**src/hw/rtl/carmichael_lambda_unit_defines.svh**
```systemverilog
// Assertion macros for the Carmichael lambda unit.
`ifndef CARMICHAEL_LAMBDA_UNIT_DEFINES_SVH
`define CARMICHAEL_LAMBDA_UNIT_DEFINES_SVH
`ifndef SYNTHESIS
`define CLU_ASSERT(label, clk_s, rst_s, prop, msg) \
  label: assert property (@(posedge clk_s) disable iff (rst_s) (prop)) else $error(msg);
`define CLU_ASSERT_RST(label, clk_s, prop, msg) \
  label: assert property (@(posedge clk_s) (prop)) else $error(msg);
`else
`define CLU_ASSERT(label, clk_s, rst_s, prop, msg)
`define CLU_ASSERT_RST(label, clk_s, prop, msg)
`endif
`endif

```
**src/hw/rtl/clu_pkg.sv**
```systemverilog
`timescale 1ns / 1ps
package clu_pkg;
  localparam int NUM_WIDTH_DEF = 32;

  typedef struct packed {
    logic load;
    logic div_start;
    logic acc_div;
    logic set_fac;
    logic set_tail;
    logic mul_fac;
    logic step_d;
    logic gcd_init;
    logic gcd_start;
    logic gcd_swap;
    logic ldiv_start;
    logic mul_acc;
    logic cap;
  } cmd_t;

  typedef struct packed {
    logic div_busy;
    logic rem_zero;
    logic d_sq_gt;
    logic rest_gt1;
    logic gb_zero;
    logic mul_busy;
    logic k_zero;
  } sts_t;
endpackage

```
**src/hw/rtl/clu_datapath.sv**
```systemverilog
`timescale 1ns / 1ps
module clu_datapath #(
  parameter int NUM_WIDTH = clu_pkg::NUM_WIDTH_DEF
) (
  input  logic                 clk,
  input  logic                 rst,
  input  logic [NUM_WIDTH-1:0] n_in,
  input  clu_pkg::cmd_t        cmd,
  output clu_pkg::sts_t        sts,
  output logic [31:0]          res_out
);
  localparam int CW = $clog2(NUM_WIDTH + 1);

  logic [NUM_WIDTH-1:0]   rest, d, fac, acc, ga, gb;
  logic [CW-1:0]          cnt_k;
  logic [NUM_WIDTH-1:0]   quo, dvs, rem_r;
  logic [CW-1:0]          dcnt;
  logic                   div_busy;
  logic [NUM_WIDTH-1:0]   mul_a, mul_b, mul_p, mul_p_next;
  logic [CW-1:0]          mcnt;
  logic                   mul_busy, mul_to_acc;
  logic [NUM_WIDTH:0]     trial;
  logic [2*NUM_WIDTH-1:0] d_wide, dsq;
  logic [31:0]            res;

  assign trial = {rem_r, quo[NUM_WIDTH-1]} - {1'b0, dvs};
  assign d_wide = {{NUM_WIDTH{1'b0}}, d};
  assign dsq = d_wide * d_wide;

  // Every partial product is at most the final product, which divides the final lambda, so NUM_WIDTH bits hold it.
  assign mul_p_next = (mul_p << 1) + (mul_b[NUM_WIDTH-1] ? mul_a : '0);

  // Shift-subtract divider: one quotient bit per cycle.
  always_ff @(posedge clk) begin
    if (rst) begin
      div_busy <= 1'b0;
      dcnt     <= '0;
    end else if (cmd.div_start || cmd.gcd_start || cmd.ldiv_start) begin
      div_busy <= 1'b1;
      dcnt     <= CW'(NUM_WIDTH);
      rem_r    <= '0;
      if (cmd.div_start) begin
        quo <= rest;
        dvs <= d;
      end else if (cmd.gcd_start) begin
        quo <= ga;
        dvs <= gb;
      end else begin
        quo <= acc;
        dvs <= ga;
      end
    end else if (div_busy) begin
      if (!trial[NUM_WIDTH]) begin
        rem_r <= trial[NUM_WIDTH-1:0];
        quo   <= {quo[NUM_WIDTH-2:0], 1'b1};
      end else begin
        rem_r <= {rem_r[NUM_WIDTH-2:0], quo[NUM_WIDTH-1]};
        quo   <= {quo[NUM_WIDTH-2:0], 1'b0};
      end
      dcnt <= dcnt - CW'(1);
      if (dcnt == CW'(1)) div_busy <= 1'b0;
    end
  end

  // Shift-add multiplier, one bit of mul_b per cycle, most significant first.
  always_ff @(posedge clk) begin
    if (rst) begin
      mul_busy <= 1'b0;
      mcnt     <= '0;
    end else if (cmd.mul_fac || cmd.mul_acc) begin
      mul_busy   <= 1'b1;
      mcnt       <= CW'(NUM_WIDTH);
      mul_p      <= '0;
      mul_to_acc <= cmd.mul_acc;
      mul_a      <= cmd.mul_acc ? quo : fac;
      mul_b      <= cmd.mul_acc ? fac : d;
    end else if (mul_busy) begin
      mul_p <= mul_p_next;
      mul_b <= mul_b << 1;
      mcnt  <= mcnt - CW'(1);
      if (mcnt == CW'(1)) mul_busy <= 1'b0;
    end
  end

  always_ff @(posedge clk) begin
    if (cmd.load) begin
      rest  <= n_in;
      d     <= NUM_WIDTH'(2);
      acc   <= NUM_WIDTH'(1);
      cnt_k <= '0;
    end
    if (cmd.acc_div) begin
      rest  <= quo;
      cnt_k <= cnt_k + CW'(1);
    end
    if (cmd.set_fac) begin
      // Powers of two come from a short table; an odd prime starts at p-1 and
      // is multiplied by p once for each remaining power.
      if (d == NUM_WIDTH'(2)) begin
        fac <= (cnt_k == CW'(1)) ? NUM_WIDTH'(1)
             : (cnt_k == CW'(2)) ? NUM_WIDTH'(2)
             : (NUM_WIDTH'(1) << (cnt_k - CW'(2)));
        cnt_k <= '0;
      end else begin
        fac   <= d - NUM_WIDTH'(1);
        cnt_k <= cnt_k - CW'(1);
      end
    end
    if (cmd.set_tail) fac <= rest - NUM_WIDTH'(1);
    if (cmd.mul_fac) cnt_k <= cnt_k - CW'(1);
    if (cmd.step_d) begin
      d     <= d + NUM_WIDTH'(1);
      cnt_k <= '0;
    end
    if (cmd.gcd_init) begin
      ga <= acc;
      gb <= fac;
    end
    if (cmd.gcd_swap) begin
      ga <= gb;
      gb <= rem_r;
    end
    if (mul_busy && mcnt == CW'(1)) begin
      if (mul_to_acc) acc <= mul_p_next;
      else fac <= mul_p_next;
    end
    if (cmd.cap) res <= 32'(acc);
  end

  assign sts.div_busy = div_busy;
  assign sts.rem_zero = (rem_r == '0);
  assign sts.d_sq_gt  = dsq > {{NUM_WIDTH{1'b0}}, rest};
  assign sts.rest_gt1 = rest > NUM_WIDTH'(1);
  assign sts.gb_zero  = (gb == '0);
  assign sts.mul_busy = mul_busy;
  assign sts.k_zero   = (cnt_k == '0);
  assign res_out = res;
endmodule

```
**src/hw/rtl/clu_ctrl.sv**
```systemverilog
`timescale 1ns / 1ps
module clu_ctrl (
  input  logic          clk,
  input  logic          rst,
  input  logic          in_valid,
  input  logic          zero_in,
  input  logic          out_stall,
  input  clu_pkg::sts_t sts,
  output clu_pkg::cmd_t cmd,
  output logic          in_stall,
  output logic          out_valid,
  output logic          out_inv
);
  localparam logic [3:0] S_IDLE = 4'd0, S_TEST = 4'd1, S_DIVW = 4'd2,
    S_DIVC = 4'd3, S_REDIV = 4'd4, S_POWM = 4'd5, S_POWW = 4'd6,
    S_GSTART = 4'd7, S_GWAIT = 4'd8, S_LWAIT = 4'd9, S_LDIV = 4'd10,
    S_MWAIT = 4'd11, S_TAIL = 4'd12, S_DONE = 4'd13;

  logic [3:0] state, state_next;
  logic       tail, tail_next, inv_cur, inv_cur_next;
  logic       out_full, out_full_next, out_inv_next;

  always_ff @(posedge clk) begin
    if (rst) begin
      state    <= S_IDLE;
      tail     <= 1'b0;
      inv_cur  <= 1'b0;
      out_full <= 1'b0;
      out_inv  <= 1'b0;
    end else begin
      state    <= state_next;
      tail     <= tail_next;
      inv_cur  <= inv_cur_next;
      out_full <= out_full_next;
      out_inv  <= out_inv_next;
    end
  end

  assign in_stall  = (state != S_IDLE);
  assign out_valid = out_full;

  always_comb begin
    cmd = '0;
    state_next = state;
    tail_next = tail;
    inv_cur_next = inv_cur;
    out_inv_next = out_inv;
    out_full_next = out_full && out_stall;
    case (state)
      S_IDLE: if (in_valid) begin
        cmd.load = 1'b1;
        tail_next = 1'b0;
        inv_cur_next = zero_in;
        state_next = zero_in ? S_DONE : S_TEST;
      end
      S_TEST: begin
        if (sts.d_sq_gt) begin
          state_next = sts.rest_gt1 ? S_TAIL : S_DONE;
        end else begin
          cmd.div_start = 1'b1;
          state_next = S_DIVW;
        end
      end
      S_DIVW: if (!sts.div_busy) state_next = S_DIVC;
      S_DIVC: begin
        if (sts.rem_zero) begin
          // Keep dividing by the same divisor, whatever the new cofactor is.
          cmd.acc_div = 1'b1;
          state_next = S_REDIV;
        end else if (!sts.k_zero) begin
          cmd.set_fac = 1'b1;
          state_next = S_POWM;
        end else begin
          cmd.step_d = 1'b1;
          state_next = S_TEST;
        end
      end
      S_REDIV: begin
        cmd.div_start = 1'b1;
        state_next = S_DIVW;
      end
      S_POWM: begin
        if (sts.k_zero) begin
          cmd.gcd_init = 1'b1;
          state_next = S_GWAIT;
        end else begin
          cmd.mul_fac = 1'b1;
          state_next = S_POWW;
        end
      end
      S_POWW: if (!sts.mul_busy) state_next = S_POWM;
      S_TAIL: begin
        // The leftover cofactor is a prime of power one.
        tail_next = 1'b1;
        cmd.set_tail = 1'b1;
        state_next = S_GSTART;
      end
      S_GSTART: begin
        cmd.gcd_init = 1'b1;
        state_next = S_GWAIT;
      end
      S_GWAIT: begin
        if (sts.gb_zero) begin
          cmd.ldiv_start = 1'b1;
          state_next = S_LDIV;
        end else begin
          cmd.gcd_start = 1'b1;
          state_next = S_LWAIT;
        end
      end
      S_LWAIT: if (!sts.div_busy) begin
        cmd.gcd_swap = 1'b1;
        state_next = S_GWAIT;
      end
      S_LDIV: if (!sts.div_busy) begin
        cmd.mul_acc = 1'b1;
        state_next = S_MWAIT;
      end
      S_MWAIT: if (!sts.mul_busy) begin
        if (tail) begin
          state_next = S_DONE;
        end else begin
          cmd.step_d = 1'b1;
          state_next = S_TEST;
        end
      end
      S_DONE: if (!out_full || !out_stall) begin
        cmd.cap = 1'b1;
        out_full_next = 1'b1;
        out_inv_next = inv_cur;
        state_next = S_IDLE;
      end
      default: state_next = S_IDLE;
    endcase
  end
endmodule

```
**src/hw/rtl/carmichael_lambda_unit.sv**
```systemverilog
`timescale 1ns / 1ps
// Channel  | Handshake                   | Payload
// input    | n_valid / n_stall           | n_value
// result   | lambda_valid / lambda_stall | lambda_value, invalid
// One item is worked on at a time. Each trial divisor goes through a test, a serial
// divide and a check; each prime power found adds serial passes for its power, gcd and lcm.
// Reset returns the controller to idle and empties the result register.
// A finished result waits in its output register while the next item is taken;
// that item stalls at its end until the register has been read.
`include "carmichael_lambda_unit_defines.svh"
module carmichael_lambda_unit #(
  parameter int NUM_WIDTH = clu_pkg::NUM_WIDTH_DEF
) (
  input  logic        clk,
  input  logic        rst,
  input  logic        n_valid,
  output logic        n_stall,
  input  logic [31:0] n_value,
  output logic        lambda_valid,
  input  logic        lambda_stall,
  output logic [31:0] lambda_value,
  output logic        invalid
);
  clu_pkg::cmd_t cmd;
  clu_pkg::sts_t sts;
  logic [31:0] res;
  logic        inv;
  logic [NUM_WIDTH-1:0] n_cut;

  assign n_cut = n_value[NUM_WIDTH-1:0];

  clu_ctrl u_ctrl (
    .clk(clk), .rst(rst), .in_valid(n_valid), .zero_in(n_cut == '0),
    .out_stall(lambda_stall), .sts(sts), .cmd(cmd), .in_stall(n_stall),
    .out_valid(lambda_valid), .out_inv(inv)
  );

  clu_datapath #(.NUM_WIDTH(NUM_WIDTH)) u_dp (
    .clk(clk), .rst(rst), .n_in(n_cut), .cmd(cmd), .sts(sts), .res_out(res)
  );

  assign invalid = inv;
  assign lambda_value = inv ? 32'd0 : res;

  `CLU_ASSERT(a_hold, clk, rst, (lambda_valid && lambda_stall) |=> lambda_valid, "result dropped")
  `CLU_ASSERT(a_stable, clk, rst, (lambda_valid && lambda_stall) |=> ($stable(lambda_value) && $stable(invalid)), "stalled result changed")
  `CLU_ASSERT_RST(a_rst_empty, clk, rst |=> !lambda_valid, "result present after reset")
endmodule
```
**config.mk**
```make
export PLATFORM = sky130hd
export DESIGN_NAME = carmichael_lambda_unit
export DESIGN_NICKNAME = d
export VERILOG_FILES = /design/src/hw/rtl/clu_pkg.sv /design/src/hw/rtl/clu_datapath.sv /design/src/hw/rtl/clu_ctrl.sv /design/src/hw/rtl/carmichael_lambda_unit.sv
export VERILOG_INCLUDE_DIRS = /design/src /design/src/hw/rtl
export SDC_FILE = /design/constraint.sdc
export NUM_CORES = 2
export LEC_CHECK = 0
export ABC_AREA = 0
export BUFFER_PORTS_ARGS = -buffer_cell sky130_fd_sc_hd__clkbuf_2
export CORE_MARGIN = 2
export CORE_UTILIZATION = 42
export DETAILED_ROUTE_END_ITERATION = 10
export SLEW_MARGIN = 5
export SYNTH_ARGS = -nofsm -noshare
export SYNTH_HDL_FRONTEND = slang
export SYNTH_SLANG_ARGS = --single-unit
```
**constraint.sdc**
```tcl
create_clock -name clk -period 12.7 [get_ports clk]
set_input_delay 3.175 -clock clk [delete_from_list [all_inputs] [get_ports clk]]
set_output_delay 3.175 -clock clk [all_outputs]
set_load 0.01 [all_outputs]
```
Yosys cells after proc, flatten, opt, wreduce, memory -nomap -nowiden
Index checks and enable logic that the tools add are counted.

cells by class
  reduce and logical (&&, ||, !) cells = 31
  multiplexer cells = 94
  magnitude comparators = 2
  add/sub/neg operators = 10
  shifts and indexed selects = 1
  multipliers = 1
  equality and inequality tests = 25
  bitwise operators = 1

operator list
  kind                     count
  $mux W32                 32
  $logic_not A32 Y1        3
  $gt A64 B32 Y1           1
  $mul A32 B32 Y64         1
  $sub A32 B1 Y32 const B  2
  $pmux W4 S14             1
  $mux W6                  9
  $mux W4                  11
  $sub A33 B32 Y33         1
  $add A32 B1 Y32 const B  1
  $add A32 B32 Y32         1
  $eq A32 B2 Y1 const B    1
  $gt A32 B1 Y1 const B    1
  $mux W1                  32
  $shl A1 B6 Y32 const A   1
  $mux W31                 1
  $eq A4 B4 Y1 const B     6
  $eq A6 B1 Y1 const B     3
  $sub A6 B1 Y6 const B    3
  $eq A4 B3 Y1 const B     4
  $reduce_and A2 Y1        7
  $ne A2 B2 Y1 const B     6
  $reduce_bool A2 Y1       6
  $eq A4 B2 Y1 const B     2
  17 further kinds         29

storage, ports and cells
  logic and storage cells = 191
  output and inout port bits = 35
  bits in registers = 444

Depth between registers and ports, before layout
  word-level depth = 9
  gate-level depth with buffers = 42
  gate-level depth less buffers = 38

Modules after synthesis
A second synthesis with hierarchy kept.

unflattened totals
  cell total of the unflattened synthesis = 5848
  area, all modules = 55858.6 sq um

modules (own cells, without submodules)
  module                  seq. area each (sq um)  area an instance (sq um)  instances  cells an instance
  clu_datapath            12251.8                 54851.4                   1          5709
  clu_ctrl                160.2                   719.4                     1          93
  carmichael_lambda_unit  0.0                     287.8                     1          46

Least setup slack after synthesis
Ideal clock, no wire load.

  path kind = register to register
  start point = reg u_dp.d[13]
  end point = reg u_dp.quo[0], enable pin
  setup time = 0.507 ns
  period minus slack after synthesis = 13.171 ns
  cell stages (with the launch flop) = 39
  data arrival time = 12.664 ns
  buffers on the path = 4
  path slack = -0.471 ns
  cells stage by stage = edfxtp_1 -> clkbuf_1 -> buf_1 -> clkbuf_1 -> nand2_1 -> fa_1 -> inv_1 -> fa_1 -> fa_1 -> inv_1 -> fa_1 -> inv_1 -> fa_1 -> inv_1 -> fa_1 -> inv_1 -> fa_1 -> fa_1 -> [... 3 more ...] -> nor4_1 -> nor3b_2 -> nor3b_1 -> o21ai_0 -> xor2_1 -> ha_1 -> and4_1 -> nand2b_1 -> nor3_1 -> nand4_1 -> a211oi_1 -> nand4_1 -> or4_1 -> nor4_1 -> and4_1 -> nand2_2 -> o21a_1 -> a21oi_1

on the way
  cells in the longest elaborated chain, start to end = 8

ends and longest elaborated chain
  element                              RTL line             text
  start: declaration                   clu_datapath.sv:14   logic [NUM_WIDTH-1:0] rest, d, fac, acc, ga, gb;
  start signal: assignment             clu_datapath.sv:112  d <= d + NUM_WIDTH'(1);
  $mul A32 B32 Y64                     clu_datapath.sv:28   assign dsq = d_wide * d_wide;
  $gt A64 B32 Y1                       clu_datapath.sv:132  assign sts.d_sq_gt = dsq > {{NUM_WIDTH{1'b0}}, rest};
  $mux W1                              clu_ctrl.sv:57       if (sts.d_sq_gt) begin
  $pmux W1 S2                          clu_ctrl.sv:49       case (state)
  $logic_or A1 B1 Y1 (2 in series)     clu_datapath.sv:38   end else if (cmd.div_start || cmd.gcd_start || cmd.ldiv_start) begin
  $reduce_bool A2 Y1 (no source line)  -
  $reduce_and A2 Y1 (no source line)   -
  end signal: assignment               clu_datapath.sv:43   quo <= rest;
  end signal: assignment               clu_datapath.sv:46   quo <= ga;
  end signal: assignment               clu_datapath.sv:55   quo <= {quo[NUM_WIDTH-2:0], 1'b1};
  end: declaration                     clu_datapath.sv:16   logic [NUM_WIDTH-1:0] quo, dvs, rem_r;

No other way between the ends.
A chain may end at the register's enable or synchronous reset.

Final worst setup path
  start point = reg u_dp.d[2]
  end point = reg u_dp.quo[22], enable pin

The elaborated chain is that of the path after synthesis.

==> impl_results.md <==
- Met3 WL: 9500 um
- Critical path type: register to register
- Crit Path Max Fanout: 48
- Final nets: 6,987
- Hold depth: 2
- Post-Synth Adder-Cell Area: 0.375
- Vias per cell: 5.46
- CTS Buffer Depth: 3
- Global route overflow: 0
- TNS Setup: 0 ns
- Wl on met1: 72,100 um
- Cell area after synthesis: 55,900 sq um
- Total GRT Usage: 0.248
- Ys async rst share: 0
- Clock skew: 0.0371 ns
- Vias in the first global route: 42,519
- Avg Inst Size Synth: 9.60 sq um
- Starting DRT DRC Count: 3,286
- Routed WL: 168,000 um
- R2r endpoint: u_dp.quo[22]$_DFFE_PP_
- Synth Warn #: 0
- Initial Utilization: 0.424
- Relative slew slack: 0.189
- XOR/XNOR Fraction of Synth Area: 0.0310
- TritonCTS Sinks: 444
- R2R Setup Slk: 0.55 ns
- Die Span Y: 369 um
- Core box area: 132,000 sq um
- Antenna violations before repair: 3
- Count of input and output buffers: 70
- Largest net degree at the start of global routing: just over 70
- Post-Synth Simple-Gate Area: 0.130
- Register area share after synthesis: 0.222
- Layout area overhead: 7.15%
- CP dominant cell by count: fa_1
- Req. time, crit path: between 10 and 15 ns
- Critical Path AT: 12.44 ns
- Global-route wire length before repair: 259,000 um
- Setup-violating endpoint count in the final report: 0
- DR vias: 41,325
- Top Ports: 71
- Worst slew pin tran: 1.20 ns
- Die ar.: 136,000 sq um
- DRC violations left: 0
- Max-cap viol count: 0
- Post-synth EDFFs: 352
- Clk pin slew, worst setup/hold paths: 0.07 ns
- FP Rows: 133
- Syn nets: between 7,000 and 8,000
- Final slew viol count: 0
- H-tree depth: 2
- # hold bufs at CTS: 0
- TritonCTS Buffers: 53
- Hold EP: u_dp.mcnt[1]$_SDFFE_PP0P_
- Period Utilization, post-route: 0.957
- Reg-to-Reg Start: u_dp.d[2]$_SDFFCE_PN0P_
- Fin. Hold Viols: 0
- Mux contribution to synthesized area: 0.0616
- Die width: 369 um
- Wirelength per Cell: roughly 22 um
- Synthesized netlist cell count: 5,820
- Largest family of logic cells by synthesized area: adder cells
- Status: finished, final reports clean
- Main synth FF type: edfxtp_1
- Final Wtd Congestion: 0.980
- DR pass1 iterations: 8
- Critical-path top delay cell: edfxtp_1
- Share of cells above drive strength 1: 0.0784
- Maximum clock frequency: ~0.08 GHz
- CTS tree: yes
- Setup crit end kind: register
- Clock root cell: clkbuf_16
- Crit-path max cell delay: 0.97 ns
- RSZ-0062 raised after global routing: no
- Synth Area in Compound Gates: 0.0856
- Worst Hold Launch: u_dp.mcnt[1]$_SDFFE_PP0P_
- Antenna Nets Post-Route: 0
- Reg2reg path depth: 35
- Hold_ws: 0.506 ns
- Routed met2 length: slightly above 80,000 um
- Startpoint Class: register
- Top sig layer: met4
- Count of unique library cells instantiated by Yosys: 89
- FF+latch count, synth: 444
- Skew-Pair Late Insertion Delay: 0.64 ns
- Dpl hpwl: 134,000 um
- Final critical-path required period: 12.15 ns
- Hold WC Path Type: register to register
[cell usage after synthesis (all sizes together), types with 66 or more instances]
master / count / area [sq um]
a21oi: 232 / 1170
and2: 211 / 1320
clkbuf: 226 / 851
dfxtp: 92 / 1840
edfxtp: 352 / 10600
fa: 810 / 16200
ha: 379 / 4740
inv: 1090 / 4090
mux2: 166 / 1870
mux2i: 157 / 1570
nand2: 523 / 1970
nand3: 106 / 531
nor2: 335 / 1260
nor3: 81 / 405
o211ai: 66 / 495
o21ai: 207 / 1040
xnor2: 126 / 1100
xor2: 72 / 631
[cells by family (layout without fill, tap and decap cells)]
| kind of cell | Yosys count | after routing |
|---|---|---|
| muxes | 323 | 323 |
| and+or+nand+nor | 1532 | 1532 |
| other | 0 | 2 |
| DFF | 444 | 444 |
| adders and majority gates | 1189 | 1189 |
| xor gates and xnor gates | 198 | 198 |
| buffers and inverters | 1372 | 1357 |
| AOI/OAI and AO/OA | 762 | 762 |
[final cells by class]
cell class	count	area, sq um
fillers	12773	71900
multi-input cells	4004	38300
flip-flops and latches	444	12400
inverters	1097	4120
well taps	1755	2200
clock buffers	67	1410
repair buffers	162	1080
clock inverters	31	308
diodes	2	5.00
[state kept, by name, summed over array words and instances (netlist names), 4 cells and up]
name and flops:
u_dp.cnt_k 6, u_dp.gb 32, u_dp.quo 32, u_dp.fac 32, u_dp.dvs 32, u_dp.dcnt 6, u_ctrl.state 4, u_dp.mul_b 32
u_dp.acc 32, u_dp.rem_r 32, u_dp.res_out 32, u_dp.mcnt 6, u_dp.rest 32, u_dp.mul_a 32, u_dp.mul_p 31, u_dp.ga 32
u_dp.d 32
[cells in the final DEF (no fill, tap or decap), types with 31 or more instances in the layout]
cell type / instances
inv_1: 1087
fa_1: 810
nand2_1: 520
ha_1: 379
edfxtp_1: 352
nor2_1: 330
a21oi_1: 227
and2_1: 211
o21ai_0: 201
mux2i_1: 157
mux2_2: 154
xnor2_1: 125
nand3_1: 102
dfxtp_1: 92
buf_4: 89
nor3_1: 80
xor2_1: 72
clkbuf_2: 70
o211ai_1: 66
nand4_1: 60
nor4_1: 54
clkbuf_16: 53
a21o_1: 52
nor2b_1: 50
o21a_1: 33
a211oi_1: 31
[per-stage QoR]
step           std cells  instance area (sq um)   util  setup slack [ns]
2_1_floorplan       5820                  55900      -             0.965
3_3_place_gp        7459                  58100  0.441             0.707
3_5_place_dp        7459                  58100  0.441             0.559
4_1_cts             7557                  59800  0.454             0.463
5_1_grt             7560                  59800  0.454            0.0346
6_report            7562                  59900  0.454             0.550
[routing by layer]
layer,up-vias,GRT usage
li1,18774,-
met1,21072,0.339
met2,1258,0.421
met3,221,0.0260
met4,0,0.0627
met5,-,0
[critical path, delay by kind of cell (launching register included)]
kind | cells | cell delay (ns)
xor+xnor | 1 | 0.08
compound gates | 6 | 1.98
flops | 1 | 0.97
simple gates | 13 | 3.06
fa+ha+maj | 10 | 4.72
buf+inv | 5 | 0.87
[how the worst max path moves through the flow]
stage                                         endpoint  cells past startpoint  slack [ns]                     start
final                           u_dp.quo[22]$_DFFE_PP_                     35        0.55   u_dp.d[2]$_SDFFCE_PN0P_
after floorplan                  u_dp.quo[0]$_DFFE_PP_                     38        0.96  u_dp.d[13]$_SDFFCE_PN0P_
after detailed placement        u_dp.quo[11]$_DFFE_PP_                     35        0.56  u_dp.d[11]$_SDFFCE_PN0P_
after global routing            u_dp.quo[22]$_DFFE_PP_                     35        0.03   u_dp.d[2]$_SDFFCE_PN0P_
after global placement          u_dp.quo[11]$_DFFE_PP_                     33        0.71   u_dp.d[2]$_SDFFCE_PN0P_
after CTS                 u_dp.rem_r[19]$_SDFFCE_PN0P_                     35        0.46  u_dp.d[11]$_SDFFCE_PN0P_
[what timing repair did]
item,CTS,global route
setup endpoints to repair,0,48
buffers inserted,0,3
gates resized for setup,0,2
Power is not shown: default switching activity piles up to over one toggle a cycle in this logic, so the estimate is an artifact.
